[config.mk]
export PLATFORM = sky130hd
export DESIGN_NAME = bresenham_line_rasterizer
export DESIGN_NICKNAME = d
export VERILOG_FILES = /design/src/sv/blr_pkg.sv /design/src/sv/bresenham_line_rasterizer.sv /design/src/sv/blr_csr.sv /design/src/sv/blr_core.sv /design/src/sv/blr_skid.sv
export SDC_FILE = /design/constraint.sdc
export NUM_CORES = 1
export LEC_CHECK = 0
export BUFFER_PORTS_ARGS = -buffer_cell sky130_fd_sc_hd__buf_4
export CAP_MARGIN = 30
export CORE_AREA = 2 2 238 240
export CTS_BUF_LIST = sky130_fd_sc_hd__clkbuf_16
export DETAILED_ROUTE_END_ITERATION = 10
export DIE_AREA = 0 0 240 242
export HOLD_SLACK_MARGIN = 0.02
export PLACE_DENSITY = 0.65
export SYNTH_ARGS = -nofsm -noshare
export SYNTH_HDL_FRONTEND = slang
export SYNTH_HIERARCHICAL = 1
export SYNTH_SLANG_ARGS = --single-unit
[constraint.sdc]
create_clock -name clock -period 6.7 [get_ports clock]
set_clock_uncertainty 0.2 [all_clocks]
set_input_delay 1.34 -clock clock [delete_from_list [all_inputs] [get_ports clock]]
set_output_delay 1.34 -clock clock [all_outputs]
set_load 0.03 [all_outputs]
[src/sv/blr_pkg.sv]
package blr_pkg;

   // Endpoint and point coordinate width; the walker carries one guard bit more.
   localparam int COORD_BITS   = 13;
   localparam int WALK_BITS    = COORD_BITS + 1;
   localparam int DIM_BITS     = 13;
   localparam int ERR_BITS     = COORD_BITS + 2;
   localparam int ADDR_BITS    = 24;
   localparam int PROD_BITS    = COORD_BITS + DIM_BITS + 1;
   localparam int COLOR_BITS   = 32;
   localparam int CSR_DATA_BITS = 32;
   localparam int CSR_ADDR_BITS = 3;

   localparam logic [DIM_BITS-1:0] FRAME_WIDTH_RESET  = DIM_BITS'(640);
   localparam logic [DIM_BITS-1:0] FRAME_HEIGHT_RESET = DIM_BITS'(480);

   typedef enum logic {
      CMD_START = 1'b0,
      CMD_STEP  = 1'b1
   } cmd_type;

   typedef enum logic {
      REG_FRAME_WIDTH  = 1'b0,
      REG_FRAME_HEIGHT = 1'b1
   } reg_index_type;

   typedef enum logic [1:0] {
      SIGN_NONE  = 2'b00,
      SIGN_PLUS  = 2'b01,
      SIGN_MINUS = 2'b11
   } sign_type;

   typedef struct packed {
      cmd_type                 command;
      logic [COORD_BITS-1:0]   start_x;
      logic [COORD_BITS-1:0]   start_y;
      logic [COORD_BITS-1:0]   end_x;
      logic [COORD_BITS-1:0]   end_y;
      logic [COLOR_BITS-1:0]   line_color;
   } req_type;

   typedef struct packed {
      logic [COORD_BITS-1:0]   point_x;
      logic [COORD_BITS-1:0]   point_y;
      logic [ADDR_BITS-1:0]    pixel_address;
      logic [COLOR_BITS-1:0]   pixel_color;
      logic                    in_frame;
      logic                    line_active;
      logic                    last_point;
   } rsp_type;

   typedef struct packed {
      logic [DIM_BITS-1:0] frame_width;
      logic [DIM_BITS-1:0] frame_height;
   } cfg_type;

   // Step of one axis for a sign code, as a walker-wide signed value.
   function automatic logic signed [WALK_BITS-1:0] sign_step(input logic [1:0] code);
      logic signed [WALK_BITS-1:0] step;
      unique case (code)
         SIGN_PLUS:  step = WALK_BITS'(1);
         SIGN_MINUS: step = '1;
         default:    step = '0;
      endcase
      return step;
   endfunction

   function automatic sign_type sign_of(input logic signed [WALK_BITS-1:0] d);
      sign_type s;
      if (d == '0) begin
         s = SIGN_NONE;
      end else if (d[WALK_BITS-1]) begin
         s = SIGN_MINUS;
      end else begin
         s = SIGN_PLUS;
      end
      return s;
   endfunction

endpackage

[src/sv/bresenham_line_rasterizer.sv]
// Bresenham line rasterizer for all eight octants.
// Input channel req_*: a start transaction (command 0) loads both endpoints and
// the color and produces no result; a step transaction (command 1) produces one
// result on rsp_*: the next point, its frame address y*width+x (low 24 bits,
// zero when outside), the color, the in_frame flag and the last_point mark.
// A step while no line is active returns a result with line_active low and all
// other fields zero. A start while a line is active replaces that line.
// Frame width and height are set over the csr_* port (byte addresses 0 and 4).
// Step results are registered. Throughput: one transaction per cycle while
// req_stall is low; the per-point error update and the single address
// multiplier sit between the line state and the result register. A two-entry
// output buffer (result register plus skid entry) keeps the input open when
// rsp_stall rises; req_stall is high while the skid entry is held and falls
// once the receiver takes the result.
// Reset clears the line state (no line active), empties the output buffer and
// sets width 640 and height 480.
module bresenham_line_rasterizer import blr_pkg::*; (
   input  logic                     clock,
   input  logic                     reset,
   input  logic                     req_valid,
   output logic                     req_stall,
   input  req_type                  req_data,
   output logic                     rsp_valid,
   input  logic                     rsp_stall,
   output rsp_type                  rsp_data,
   input  logic                     csr_psel,
   input  logic                     csr_penable,
   input  logic                     csr_pwrite,
   input  logic [CSR_ADDR_BITS-1:0] csr_paddr,
   input  logic [CSR_DATA_BITS-1:0] csr_pwdata,
   output logic [CSR_DATA_BITS-1:0] csr_prdata,
   output logic                     csr_pready
);

   cfg_type cfg;
   logic    accept;
   logic    push;
   logic    full;
   rsp_type result;

   assign req_stall = full;
   assign accept    = req_valid && !req_stall;

   blr_csr u_csr (
      .clock       (clock),
      .reset       (reset),
      .csr_psel    (csr_psel),
      .csr_penable (csr_penable),
      .csr_pwrite  (csr_pwrite),
      .csr_paddr   (csr_paddr),
      .csr_pwdata  (csr_pwdata),
      .csr_prdata  (csr_prdata),
      .csr_pready  (csr_pready),
      .cfg         (cfg)
   );

   blr_core u_core (
      .clock  (clock),
      .reset  (reset),
      .accept (accept),
      .req    (req_data),
      .cfg    (cfg),
      .push   (push),
      .result (result)
   );

   blr_skid u_skid (
      .clock     (clock),
      .reset     (reset),
      .in_push   (push),
      .in_data   (result),
      .full      (full),
      .rsp_valid (rsp_valid),
      .rsp_stall (rsp_stall),
      .rsp_data  (rsp_data)
   );

endmodule

[src/sv/blr_csr.sv]
module blr_csr import blr_pkg::*; (
   input  logic                     clock,
   input  logic                     reset,
   input  logic                     csr_psel,
   input  logic                     csr_penable,
   input  logic                     csr_pwrite,
   input  logic [CSR_ADDR_BITS-1:0] csr_paddr,
   input  logic [CSR_DATA_BITS-1:0] csr_pwdata,
   output logic [CSR_DATA_BITS-1:0] csr_prdata,
   output logic                     csr_pready,
   output cfg_type                  cfg
);

   logic [DIM_BITS-1:0] width_ff, width_in;
   logic [DIM_BITS-1:0] height_ff, height_in;
   reg_index_type       index;
   logic                wr_en;

   assign index      = reg_index_type'(csr_paddr[2]);
   assign csr_pready = 1'b1;
   assign wr_en      = csr_psel && csr_penable && csr_pwrite && csr_pready;

   always_comb begin
      width_in  = width_ff;
      height_in = height_ff;
      if (wr_en) begin
         unique case (index)
            REG_FRAME_WIDTH:  width_in  = csr_pwdata[DIM_BITS-1:0];
            REG_FRAME_HEIGHT: height_in = csr_pwdata[DIM_BITS-1:0];
            default: ;
         endcase
      end
   end

   always_comb begin
      unique case (index)
         REG_FRAME_WIDTH:  csr_prdata = CSR_DATA_BITS'(width_ff);
         REG_FRAME_HEIGHT: csr_prdata = CSR_DATA_BITS'(height_ff);
         default:          csr_prdata = '0;
      endcase
   end

   always_ff @(posedge clock) begin
      if (reset) begin
         width_ff  <= FRAME_WIDTH_RESET;
         height_ff <= FRAME_HEIGHT_RESET;
      end else begin
         width_ff  <= width_in;
         height_ff <= height_in;
      end
   end

   assign cfg.frame_width  = width_ff;
   assign cfg.frame_height = height_ff;

endmodule

[src/sv/blr_core.sv]
module blr_core import blr_pkg::*; (
   input  logic    clock,
   input  logic    reset,
   input  logic    accept,
   input  req_type req,
   input  cfg_type cfg,
   output logic    push,
   output rsp_type result
);

   logic signed [WALK_BITS-1:0] cur_x_ff, cur_x_in;
   logic signed [WALK_BITS-1:0] cur_y_ff, cur_y_in;
   logic [ERR_BITS-1:0]         error_acc_ff, error_acc_in;
   logic [COORD_BITS-1:0]       long_span_ff, long_span_in;
   logic [COORD_BITS-1:0]       short_span_ff, short_span_in;
   logic [COORD_BITS-1:0]       steps_left_ff, steps_left_in;
   sign_type                    diag_x_ff, diag_x_in, diag_y_ff, diag_y_in;
   sign_type                    axis_x_ff, axis_x_in, axis_y_ff, axis_y_in;
   logic [COLOR_BITS-1:0]       held_color_ff, held_color_in;
   logic                        busy_ff, busy_in;

   logic signed [WALK_BITS-1:0] x0, y0, dx, dy, ax, ay;
   sign_type                    sx, sy;
   logic [COORD_BITS-1:0]       span_x, span_y;
   logic [ERR_BITS-1:0]         err_sum;
   logic                        wrap;
   logic                        in_bounds;
   logic                        last;
   logic [PROD_BITS-1:0]        addr_sum;

   // Setup arithmetic for a start transaction.
   always_comb begin
      x0 = {req.start_x[COORD_BITS-1], req.start_x};
      y0 = {req.start_y[COORD_BITS-1], req.start_y};
      dx = {req.end_x[COORD_BITS-1], req.end_x} - x0;
      dy = {req.end_y[COORD_BITS-1], req.end_y} - y0;
      ax = dx[WALK_BITS-1] ? -dx : dx;
      ay = dy[WALK_BITS-1] ? -dy : dy;
      span_x = ax[COORD_BITS-1:0];
      span_y = ay[COORD_BITS-1:0];
      sx = sign_of(dx);
      sy = sign_of(dy);
   end

   // Point emission and error update for a step transaction.
   always_comb begin
      err_sum   = error_acc_ff + ERR_BITS'(short_span_ff);
      wrap      = err_sum >= ERR_BITS'(long_span_ff);
      last      = steps_left_ff == '0;
      in_bounds = !cur_x_ff[WALK_BITS-1] && !cur_y_ff[WALK_BITS-1] &&
                  (cur_x_ff[COORD_BITS-1:0] < cfg.frame_width) &&
                  (cur_y_ff[COORD_BITS-1:0] < cfg.frame_height);
      addr_sum  = PROD_BITS'(cur_y_ff[COORD_BITS-1:0]) * PROD_BITS'(cfg.frame_width)
                  + PROD_BITS'(cur_x_ff[COORD_BITS-1:0]);
   end

   always_comb begin
      cur_x_in      = cur_x_ff;
      cur_y_in      = cur_y_ff;
      error_acc_in  = error_acc_ff;
      long_span_in  = long_span_ff;
      short_span_in = short_span_ff;
      steps_left_in = steps_left_ff;
      diag_x_in     = diag_x_ff;
      diag_y_in     = diag_y_ff;
      axis_x_in     = axis_x_ff;
      axis_y_in     = axis_y_ff;
      held_color_in = held_color_ff;
      busy_in       = busy_ff;
      push          = 1'b0;
      result        = '0;

      if (accept) begin
         unique case (req.command)
            CMD_START: begin
               diag_x_in = sx;
               diag_y_in = sy;
               // On equal spans y is the long axis, which makes the line diagonal.
               if (span_x > span_y) begin
                  long_span_in  = span_x;
                  short_span_in = span_y;
                  axis_x_in     = sx;
                  axis_y_in     = SIGN_NONE;
               end else begin
                  long_span_in  = span_y;
                  short_span_in = span_x;
                  axis_x_in     = SIGN_NONE;
                  axis_y_in     = sy;
               end
               cur_x_in      = x0;
               cur_y_in      = y0;
               error_acc_in  = ERR_BITS'(long_span_in >> 1);
               steps_left_in = long_span_in;
               held_color_in = req.line_color;
               busy_in       = 1'b1;
            end
            CMD_STEP: begin
               push = 1'b1;
               if (busy_ff) begin
                  result.point_x       = cur_x_ff[COORD_BITS-1:0];
                  result.point_y       = cur_y_ff[COORD_BITS-1:0];
                  result.pixel_address = in_bounds ? addr_sum[ADDR_BITS-1:0] : '0;
                  result.pixel_color   = held_color_ff;
                  result.in_frame      = in_bounds;
                  result.line_active   = 1'b1;
                  result.last_point    = last;
                  if (wrap) begin
                     error_acc_in = err_sum - ERR_BITS'(long_span_ff);
                     cur_x_in     = cur_x_ff + sign_step(diag_x_ff);
                     cur_y_in     = cur_y_ff + sign_step(diag_y_ff);
                  end else begin
                     error_acc_in = err_sum;
                     cur_x_in     = cur_x_ff + sign_step(axis_x_ff);
                     cur_y_in     = cur_y_ff + sign_step(axis_y_ff);
                  end
                  if (last) begin
                     busy_in = 1'b0;
                  end else begin
                     steps_left_in = steps_left_ff - 1'b1;
                  end
               end
            end
            default: ;
         endcase
      end
   end

   always_ff @(posedge clock) begin
      if (reset) begin
         cur_x_ff      <= '0;
         cur_y_ff      <= '0;
         error_acc_ff  <= '0;
         long_span_ff  <= '0;
         short_span_ff <= '0;
         steps_left_ff <= '0;
         diag_x_ff     <= SIGN_NONE;
         diag_y_ff     <= SIGN_NONE;
         axis_x_ff     <= SIGN_NONE;
         axis_y_ff     <= SIGN_NONE;
         held_color_ff <= '0;
         busy_ff       <= 1'b0;
      end else begin
         cur_x_ff      <= cur_x_in;
         cur_y_ff      <= cur_y_in;
         error_acc_ff  <= error_acc_in;
         long_span_ff  <= long_span_in;
         short_span_ff <= short_span_in;
         steps_left_ff <= steps_left_in;
         diag_x_ff     <= diag_x_in;
         diag_y_ff     <= diag_y_in;
         axis_x_ff     <= axis_x_in;
         axis_y_ff     <= axis_y_in;
         held_color_ff <= held_color_in;
         busy_ff       <= busy_in;
      end
   end

   a_err_below_span: assert property (@(posedge clock) disable iff (reset)
      busy_ff |-> (error_acc_ff < ERR_BITS'(long_span_ff) || long_span_ff == '0))
      else $error("error term not below long span");

   a_last_ends_line: assert property (@(posedge clock) disable iff (reset)
      (push && result.last_point) |=> !busy_ff)
      else $error("line still active after its last point");

   a_idle_result_clean: assert property (@(posedge clock) disable iff (reset)
      (push && !busy_ff) |-> (result == '0))
      else $error("idle step result carries data");

endmodule

[src/sv/blr_skid.sv]
module blr_skid import blr_pkg::*; (
   input  logic    clock,
   input  logic    reset,
   input  logic    in_push,
   input  rsp_type in_data,
   output logic    full,
   output logic    rsp_valid,
   input  logic    rsp_stall,
   output rsp_type rsp_data
);

   logic    out_valid_ff, out_valid_in;
   rsp_type out_data_ff, out_data_in;
   logic    skid_valid_ff, skid_valid_in;
   rsp_type skid_data_ff, skid_data_in;
   logic    out_free;

   assign out_free = !out_valid_ff || !rsp_stall;

   always_comb begin
      out_valid_in  = out_valid_ff;
      out_data_in   = out_data_ff;
      skid_valid_in = skid_valid_ff;
      skid_data_in  = skid_data_ff;
      if (out_free) begin
         // The input side is stalled while the skid entry is occupied.
         if (skid_valid_ff) begin
            out_valid_in  = 1'b1;
            out_data_in   = skid_data_ff;
            skid_valid_in = 1'b0;
         end else begin
            out_valid_in = in_push;
            out_data_in  = in_data;
         end
      end else if (in_push) begin
         skid_valid_in = 1'b1;
         skid_data_in  = in_data;
      end
   end

   always_ff @(posedge clock) begin
      if (reset) begin
         out_valid_ff  <= 1'b0;
         skid_valid_ff <= 1'b0;
      end else begin
         out_valid_ff  <= out_valid_in;
         skid_valid_ff <= skid_valid_in;
      end
   end

   always_ff @(posedge clock) begin
      out_data_ff  <= out_data_in;
      skid_data_ff <= skid_data_in;
   end

   assign full      = skid_valid_ff;
   assign rsp_valid = out_valid_ff;
   assign rsp_data  = out_data_ff;

   a_skid_behind_out: assert property (@(posedge clock) disable iff (reset)
      skid_valid_ff |-> out_valid_ff)
      else $error("skid entry held with empty output register");

   a_no_push_when_full: assert property (@(posedge clock) disable iff (reset)
      !(in_push && skid_valid_ff))
      else $error("result pushed into a full buffer");

endmodule

==> results.yml, run 1 <==
clock_network:
  cts.sinks: 321
  clock_path_buffers: 3
  cts.htree.levels: 2
  clk_latency_ps: 570
  clk_pin_slew_ps: 80
  cts_inserted_buffers: 37
  root_buffer: "clkbuf_16"
  tritoncts: "done"
  ctsHoldBuffers: 0
worst_setup_path:
  critPathMaxFanout: 7
  crit_chain: "and2_1 -> fa_1 -> inv_1 -> fa_1 -> inv_1 -> fa_1 -> fa_1 -> fa_1 -> inv_1 -> fa_1 -> inv_1 -> ha_1 -> and3_1 -> and3_1 -> a221o_1 -> o21ai_2 -> o2111ai_2 -> a2111oi_4 -> or3_4 -> a21oi_2 -> mux2_4"
  crit_path_max_incr_delay_ps: 540
  r2r-start: "u_csr/width_ff[9]$_SDFFE_PP1P_"
  worstSetupStartpointType: "flop"
  crit_top_cell: "fa_1"
  path_delay_family: "adder cells"
  end_kind: "flop"
  cp.required_ps: 6800
  cp.arrival_ps: 6630
  crit_type: "flop to flop"
  path_buf_inv: 4
  startpoint: "u_csr/width_ff[9]$_SDFFE_PP1P_"
  slowest_stage: "fa_1"
detailed_routing:
  drtAntennaViolNets: 0
  via_count: 19600
  wire_per_inst_um: 18.2
  vias_per_cell: 5.32
  initialDrtViolationCount: 1233
  drcViolationCount: 0
  firstDrtPassIters: 7
  wirelength_um: 67000
power_and_ir_drop:
  swShare: 0.367
  powerDensity_nw_per_um2: 262
  pwr-share-comb: 0.418
  leakage_nw: 13.3
  total_power_mw: 7.74
  p_int_mw: 4.90
  pwr-share-seq: 0.298
  clockPowerShare: 0.284
  p_switching_mw: 2.84
  irDropWorstVdd_uv: 208
synth:
  synth_ff_type: "edfxtp_1"
  yosys.area.top_type_share: 0.207
  ys_seq_area_frac: 0.329
  yosysMostFrequentCell: "inv_1"
  yosys.area.top_type: "edfxtp_1"
  async_flop_share: 0
  synth_edf_count: 170
  yosys-top-cells-area: "edfxtp_1 (21%), dfxtp_1 (12%), fa_1 (11%), ha_1 (10%), inv_1 (4.1%)"
  syn_area_um2: 24700
  synthCells: 2609
  avgSynthCellArea_um2: 9.47
  synth_common_cells: "inv_1 (269), nand2_1 (266), ha_1 (197), nor2_1 (176), edfxtp_1 (170)"
  synth_cell_type_count: 90
  synth-seq-cells: 321
  synth_warnings: 6
placed_design:
  hpwl_um: 50500
  port_buffers: 205
  gp_congestion: 0.893
sta:
  slew_headroom: 0.347
  hold_viol: 0
  finalCritPeriodShare: 0.974
  min_period_ps: 6530
  drv_slew: 0
  clock.fmax_mhz: 153
  setup_viol: 0
  rsz0062_at_grt: "true"
  worst_pin_slew_ps: 976
die:
  rows: 87
  coreArea_um2: 55700
  io_pins: 247
  initial_utilization: 0.443
  dieArea_um2: 58100
  fp.dieH_um: 242
  die_w_um: 240
grt:
  grt_pass1_wl_um: 106000
  top_usage_layer: "met2"
  grt_util_met3: 0.0336
  grt_pass1_vias: 19900
  antenna_found_initial: 3
  grt-ovfl-total: 0
  met2_usage: 0.368
  grt_max_degree: 82
  met1_usage: 0.317
  grt_usage: 0.228
cells_and_area:
  area_delta_synth_final_pct: 19.6
  nNetsFinal: 3365
  fin_util: 0.530
  fillers: 5161
  layout-drive-gt1-share: 0.212
run:
  max-cap-violations: 0
worst_hold_path:
  hold_path_class: "flop to flop"
  hp-start: "u_core/held_color_ff[16]$_SDFFE_PP0P_"
run_status:
  status: "completed"
-- kinds of logic (layout without fill, tap and decap cells) --
kind of cell,after synthesis,count (layout),synth area share
flip-flops,321,321,0.329
adder cells (fa/ha/maj),332,332,0.209
buffers and inverters,406,714,0.0700
AND/OR/NAND/NOR,813,813,0.160
multiplexers,145,145,0.0700
AO/OA/AOI/OAI,490,490,0.126
XOR/XNOR,100,100,0.0355
other,2,21,0.000304
-- metal layers --
metal	share of wire	wire length (um)
met5	0	0
met4	0.023	1580
met3	0.051	3440
met2	0.46	31000
met1	0.46	31000
-- path summary, 6_finish.rpt --
path         cells past startpoint  slack, ps                                     to
max                             21        170          u_skid/rsp_data[58]$_DFFE_PP_
max reg2reg                     21        170          u_skid/rsp_data[58]$_DFFE_PP_
min                              2        250  u_core/held_color_ff[16]$_SDFFE_PP0P_
min reg2reg                      2        250  u_core/held_color_ff[16]$_SDFFE_PP0P_
-- state kept, by name, indices dropped and copies added (netlist names), 13 cells and up --
signal                count
u_csr/width_ff           13
u_core/steps_left_ff     13
u_skid/skid_data_ff      85
u_core/error_acc_ff      15
u_skid/rsp_data          85
u_core/long_span_ff      13
u_core/cur_y_ff          14
u_core/cur_x_ff          14
u_core/held_color_ff     32
u_core/short_span_ff     13
u_csr/height_ff          13
-- metrics by stage --
step / instances / hold slack, ps / worst slack (ps) / area (um^2) / setup TNS [ps]
final: 3692 / 248 / 174 / 29500 / 0
after global routing: 3692 / 270 / -34.0 / 29500 / -119
after CTS: 3679 / 251 / 23.8 / 29200 / 0
after detailed placement: 3611 / 242 / -142 / 27800 / -583
after global placement: 3610 / 238 / -85.0 / 27800 / -244
after floorplan: 2627 / 232 / 70.9 / 24800 / 0
-- power groups by stage --
stage                     combinational, mW  sequential (mW)  clock (mW)
after floorplan                        2.07             2.36           0
after global placement                 3.04             2.34           0
after detailed placement               3.09             2.34           0
after CTS                              3.11             2.30        2.26
after global routing                   3.55             2.32        2.33
final                                  3.23             2.31        2.20
-- final cells by class --
type / instances / area, um^2 / area share
clock buffer: 41 / 1030 / 0.0347
tap: 756 / 946 / 0.0320
sequential: 321 / 8170 / 0.276
inverter: 270 / 1010 / 0.0343
timing repair buffer: 376 / 2840 / 0.0962
multi-input combinational: 1900 / 15200 / 0.516
antenna: 1 / 2.50 / 0.0000847
clock inverter: 27 / 317 / 0.0107
-- placed cells by master, fill, tap and decap left out, types with 13 or more instances in the layout --
| cell | netlist | layout |
|---|---|---|
| mux2i_1 | 43 | 43 |
| o211ai_1 | 23 | 23 |
| mux2_2 | 62 | 62 |
| dfxtp_1 | 151 | 132 |
| nand3_1 | 35 | 35 |
| o21a_1 | 18 | 18 |
| nor3_1 | 49 | 48 |
| and2_1 | 136 | 136 |
| o21ai_0 | 103 | 92 |
| nor2_1 | 176 | 172 |
| fa_1 | 135 | 132 |
| nand2b_1 | 54 | 54 |
| buf_4 | 24 | 373 |
| nor2b_1 | 18 | 17 |
| a21o_1 | 28 | 28 |
| conb_1 | 2 | 20 |
| inv_1 | 269 | 274 |
| and3_1 | 14 | 13 |
| a211oi_1 | 39 | 37 |
| ha_1 | 197 | 192 |
| mux2_4 | 40 | 40 |
| nand2_1 | 266 | 262 |
| dfxtp_2 | 0 | 13 |
| xnor2_1 | 60 | 58 |
| xor2_1 | 40 | 40 |
| edfxtp_1 | 170 | 170 |
| a21oi_1 | 163 | 161 |
| clkbuf_16 | 0 | 41 |
-- worst register-to-register path: stages (launching register included) --
cell       delay, ps
dfxtp_1          410
and2_1           220
fa_1             470
inv_1             50
fa_1             540
inv_1             50
fa_1             500
fa_1             430
fa_1             530
inv_1             70
fa_1             480
inv_1             40
ha_1             280
and3_1           170
and3_1           210
a221o_1          360
o21ai_2          170
o2111ai_2        170
a2111oi_4        410
or3_4            190
a21oi_2           60
mux2_4           270
-- what timing repair did --
item | in CTS | in global routing
setup buffers | 0 | 12
resized for setup | 13 | 71
endpoints found under the setup margin | 10 | 18
hold endpoints to repair | 0 | 0
pin swaps | 1 | 30
gates cloned | 0 | 0
Note: power is estimated with default switching activity, not from simulation.
==> inputs of run 2 (changes only) <==
--- a/config.mk
+++ b/config.mk
@@ -12,7 +12,6 @@
 export DETAILED_ROUTE_END_ITERATION = 10
 export DIE_AREA = 0 0 240 242
 export HOLD_SLACK_MARGIN = 0.02
-export PLACE_DENSITY = 0.65
 export SYNTH_ARGS = -nofsm -noshare
 export SYNTH_HDL_FRONTEND = slang
 export SYNTH_HIERARCHICAL = 1
==> constraint.sdc (replaced) <==
create_clock -name clock -period 6.2 [get_ports clock]
set_clock_uncertainty 0.2 [all_clocks]
set_input_delay 1.24 -clock clock [delete_from_list [all_inputs] [get_ports clock]]
set_output_delay 1.24 -clock clock [all_outputs]
set_load 0.03 [all_outputs]
==> run 2 against run 1 <==
  * Sequential power is 8% higher
  * Combinational power is 28% higher
  * Cell count grew 4.3%
  * Clock-buffer cell count is 3 lower
  * Critical path depth is 1 lower
  * Maximum frequency grew 2.1%
  * The flow now finishes with violations (negative setup slack)
  * Core utilization grew 3.1 points
  * Global-route usage increased by 0.55 points
  * Flip-flop and latch count did not move
  * First-iteration DRC count down 3.4%
  * Critical endpoint unchanged
  * Via count grew 4.0%
  * Non-clock buffer count is 158 higher
==> results.yml, run 2 (synthesis results as in run 1) <==
sta:
  slew_headroom: 0.329
  clock.fmax_mhz: 156
  hold_viol: 0
  fin_ws_ps: -192
  min_period_ps: 6390
  drv_slew: 0
  rsz0062_at_grt: "true"
  finalCritPeriodShare: 1.03
  setup_viol: 9
  worst_pin_slew_ps: 1000
clock_network:
  root_buffer: "clkbuf_16"
  ctsHoldBuffers: 0
  clk_latency_ps: 580
  clk_pin_slew_ps: 60
  tritoncts: "done"
  clock_path_buffers: 3
  cts.htree.levels: 2
  cts.sinks: 321
  cts_inserted_buffers: 38
detailed_routing:
  wire_per_inst_um: 18.0
  vias_per_cell: 5.31
  wirelength_um: 69300
  initialDrtViolationCount: 1191
  via_count: 20400
  drcViolationCount: 0
  drtAntennaViolNets: 0
  firstDrtPassIters: 5
grt:
  grt-ovfl-total: 0
  grt_pass1_vias: 20400
  grt_max_degree: 82
  antenna_found_initial: 2
  grt_pass1_wl_um: 109000
  grt_usage: 0.234
die:
  fp.dieH_um: 242
  initial_utilization: 0.443
  coreArea_um2: 55700
  dieArea_um2: 58100
  io_pins: 247
  rows: 87
  die_w_um: 240
worst_setup_path:
  cp.arrival_ps: 6490
  cp.required_ps: 6300
  startpoint: "u_csr/width_ff[8]$_SDFFE_PP0P_"
  end_kind: "flop"
  reg2reg_setup_slack_ps: -190
  crit_path_end: "u_skid/rsp_data[58]$_DFFE_PP_"
  r2r-start: "u_csr/width_ff[8]$_SDFFE_PP0P_"
  critPathMaxFanout: 5
  r2r_cells: 20
  worstSetupStartpointType: "flop"
  r2r-end: "u_skid/rsp_data[58]$_DFFE_PP_"
  crit_type: "flop to flop"
power_and_ir_drop:
  p_int_mw: 5.50
  clockPowerShare: 0.246
  pwr-share-comb: 0.470
  total_power_mw: 8.77
  pwr-share-seq: 0.284
  leakage_nw: 14.1
  powerDensity_nw_per_um2: 280
  p_switching_mw: 3.26
  swShare: 0.372
  irDropWorstVdd_uv: 188
run_status:
  status: "finished, violations left"
  violations: "negative setup slack"
placed_design:
  gp_congestion: 0.894
  dp.cells: 3729
  place_area_um2: 28900
  hpwl_um: 51700
  place_ws_ps: -426
  port_buffers: 205
cells_and_area:
  mostFrequentLayoutCell: "buf_4"
  final_cell_mix: "buf_4 (511), inv_1 (260), nand2_1 (259)"
  layout-drive-gt1-share: 0.283
  area_delta_synth_final_pct: 26.7
  final_cells: 3849
  nNetsFinal: 3524
  design_area_um2: 31300
worst_hold_path:
  hold_path_class: "flop to flop"
run:
  max-cap-violations: 0
-- run 2: cell types whose count changed in the layout (fill, tap and decap cells not counted), moves of 9 or more --
cell     before  now
ha_1        192  173
a21oi_1     161  150
ha_4          5   22
buf_4       373  511
buf_6         2   18
inv_2         1   12
inv_1       274  260
a21oi_2       2   11
-- run 2: layout make-up --
| class | count | area, um^2 |
|---|---|---|
| fillers | 5046 | 24400 |
| multi-input cells | 1900 | 15800 |
| flip-flops and latches | 321 | 8170 |
| repair buffers | 534 | 4130 |
| inverters | 270 | 1020 |
| clock buffers | 38 | 951 |
| well taps | 756 | 946 |
| clock inverters | 29 | 228 |
| diodes | 1 | 2.50 |
-- run 2: layer usage --
metal  GRT usage  routed length (um)  vias to the layer above
met5           0                   0                        -
met4      0.0718                2110                        0
met1       0.330               31900                     9826
li1            -                   -                     9833
met3      0.0352                4190                      134
met2       0.368               31100                      633
-- run 2: worst min path at each step --
stage	slack [ps]	end	start	cells past startpoint
finish	250	u_core/held_color_ff[3]$_SDFFE_PP0P_	u_core/held_color_ff[3]$_SDFFE_PP0P_	2
floorplan	230	u_core/held_color_ff[0]$_SDFFE_PP0P_	u_core/held_color_ff[0]$_SDFFE_PP0P_	2
global route	270	u_core/held_color_ff[17]$_SDFFE_PP0P_	u_core/held_color_ff[17]$_SDFFE_PP0P_	2
global placement	240	u_core/held_color_ff[5]$_SDFFE_PP0P_	u_core/held_color_ff[5]$_SDFFE_PP0P_	2
detailed placement	240	u_core/held_color_ff[22]$_SDFFE_PP0P_	u_core/held_color_ff[22]$_SDFFE_PP0P_	2
CTS	250	u_core/held_color_ff[22]$_SDFFE_PP0P_	u_core/held_color_ff[22]$_SDFFE_PP0P_	2
-- run 2: critical path: stages, from the launching register on --
cell and delay [ps]:
dfxtp_1 470, nand2_1 120, fa_1 470, fa_1 590, inv_2 50, fa_1 550, fa_1 430, fa_1 500
inv_2 40, fa_1 490, inv_2 50, ha_4 210, and3_4 200, and3_4 190, a221o_1 340, o21ai_2 190
o2111ai_2 170, a2111oi_4 360, or3_1 170, a21oi_2 60, mux2_4 260
-- run 2: power groups by stage --
stage	Combinational (mW)	Sequential (mW)	Clock, mW
2_1_floorplan	2.28	2.55	0
3_3_place_gp	3.70	2.52	0
3_5_place_dp	3.78	2.53	0
4_1_cts	3.92	2.49	2.21
5_1_grt	4.49	2.51	2.28
6_report	4.12	2.49	2.16
-- run 2: per-stage QoR --
stage	hold slack, ps	setup TNS (ps)	utilization
after global placement	238	-4910	0.518
after global routing	269	-4280	0.561
final	249	-868	0.562
after CTS	251	-746	0.550
after detailed placement	243	-6880	0.518
after floorplan	232	-60.7	-
-- run 2: what timing repair did --
action / in CTS / in global routing
cloned: 0 / 0
pin swaps: 55 / 77
resized for setup: 76 / 129
setup buffers: 38 / 25
setup endpoints to repair: 27 / 32
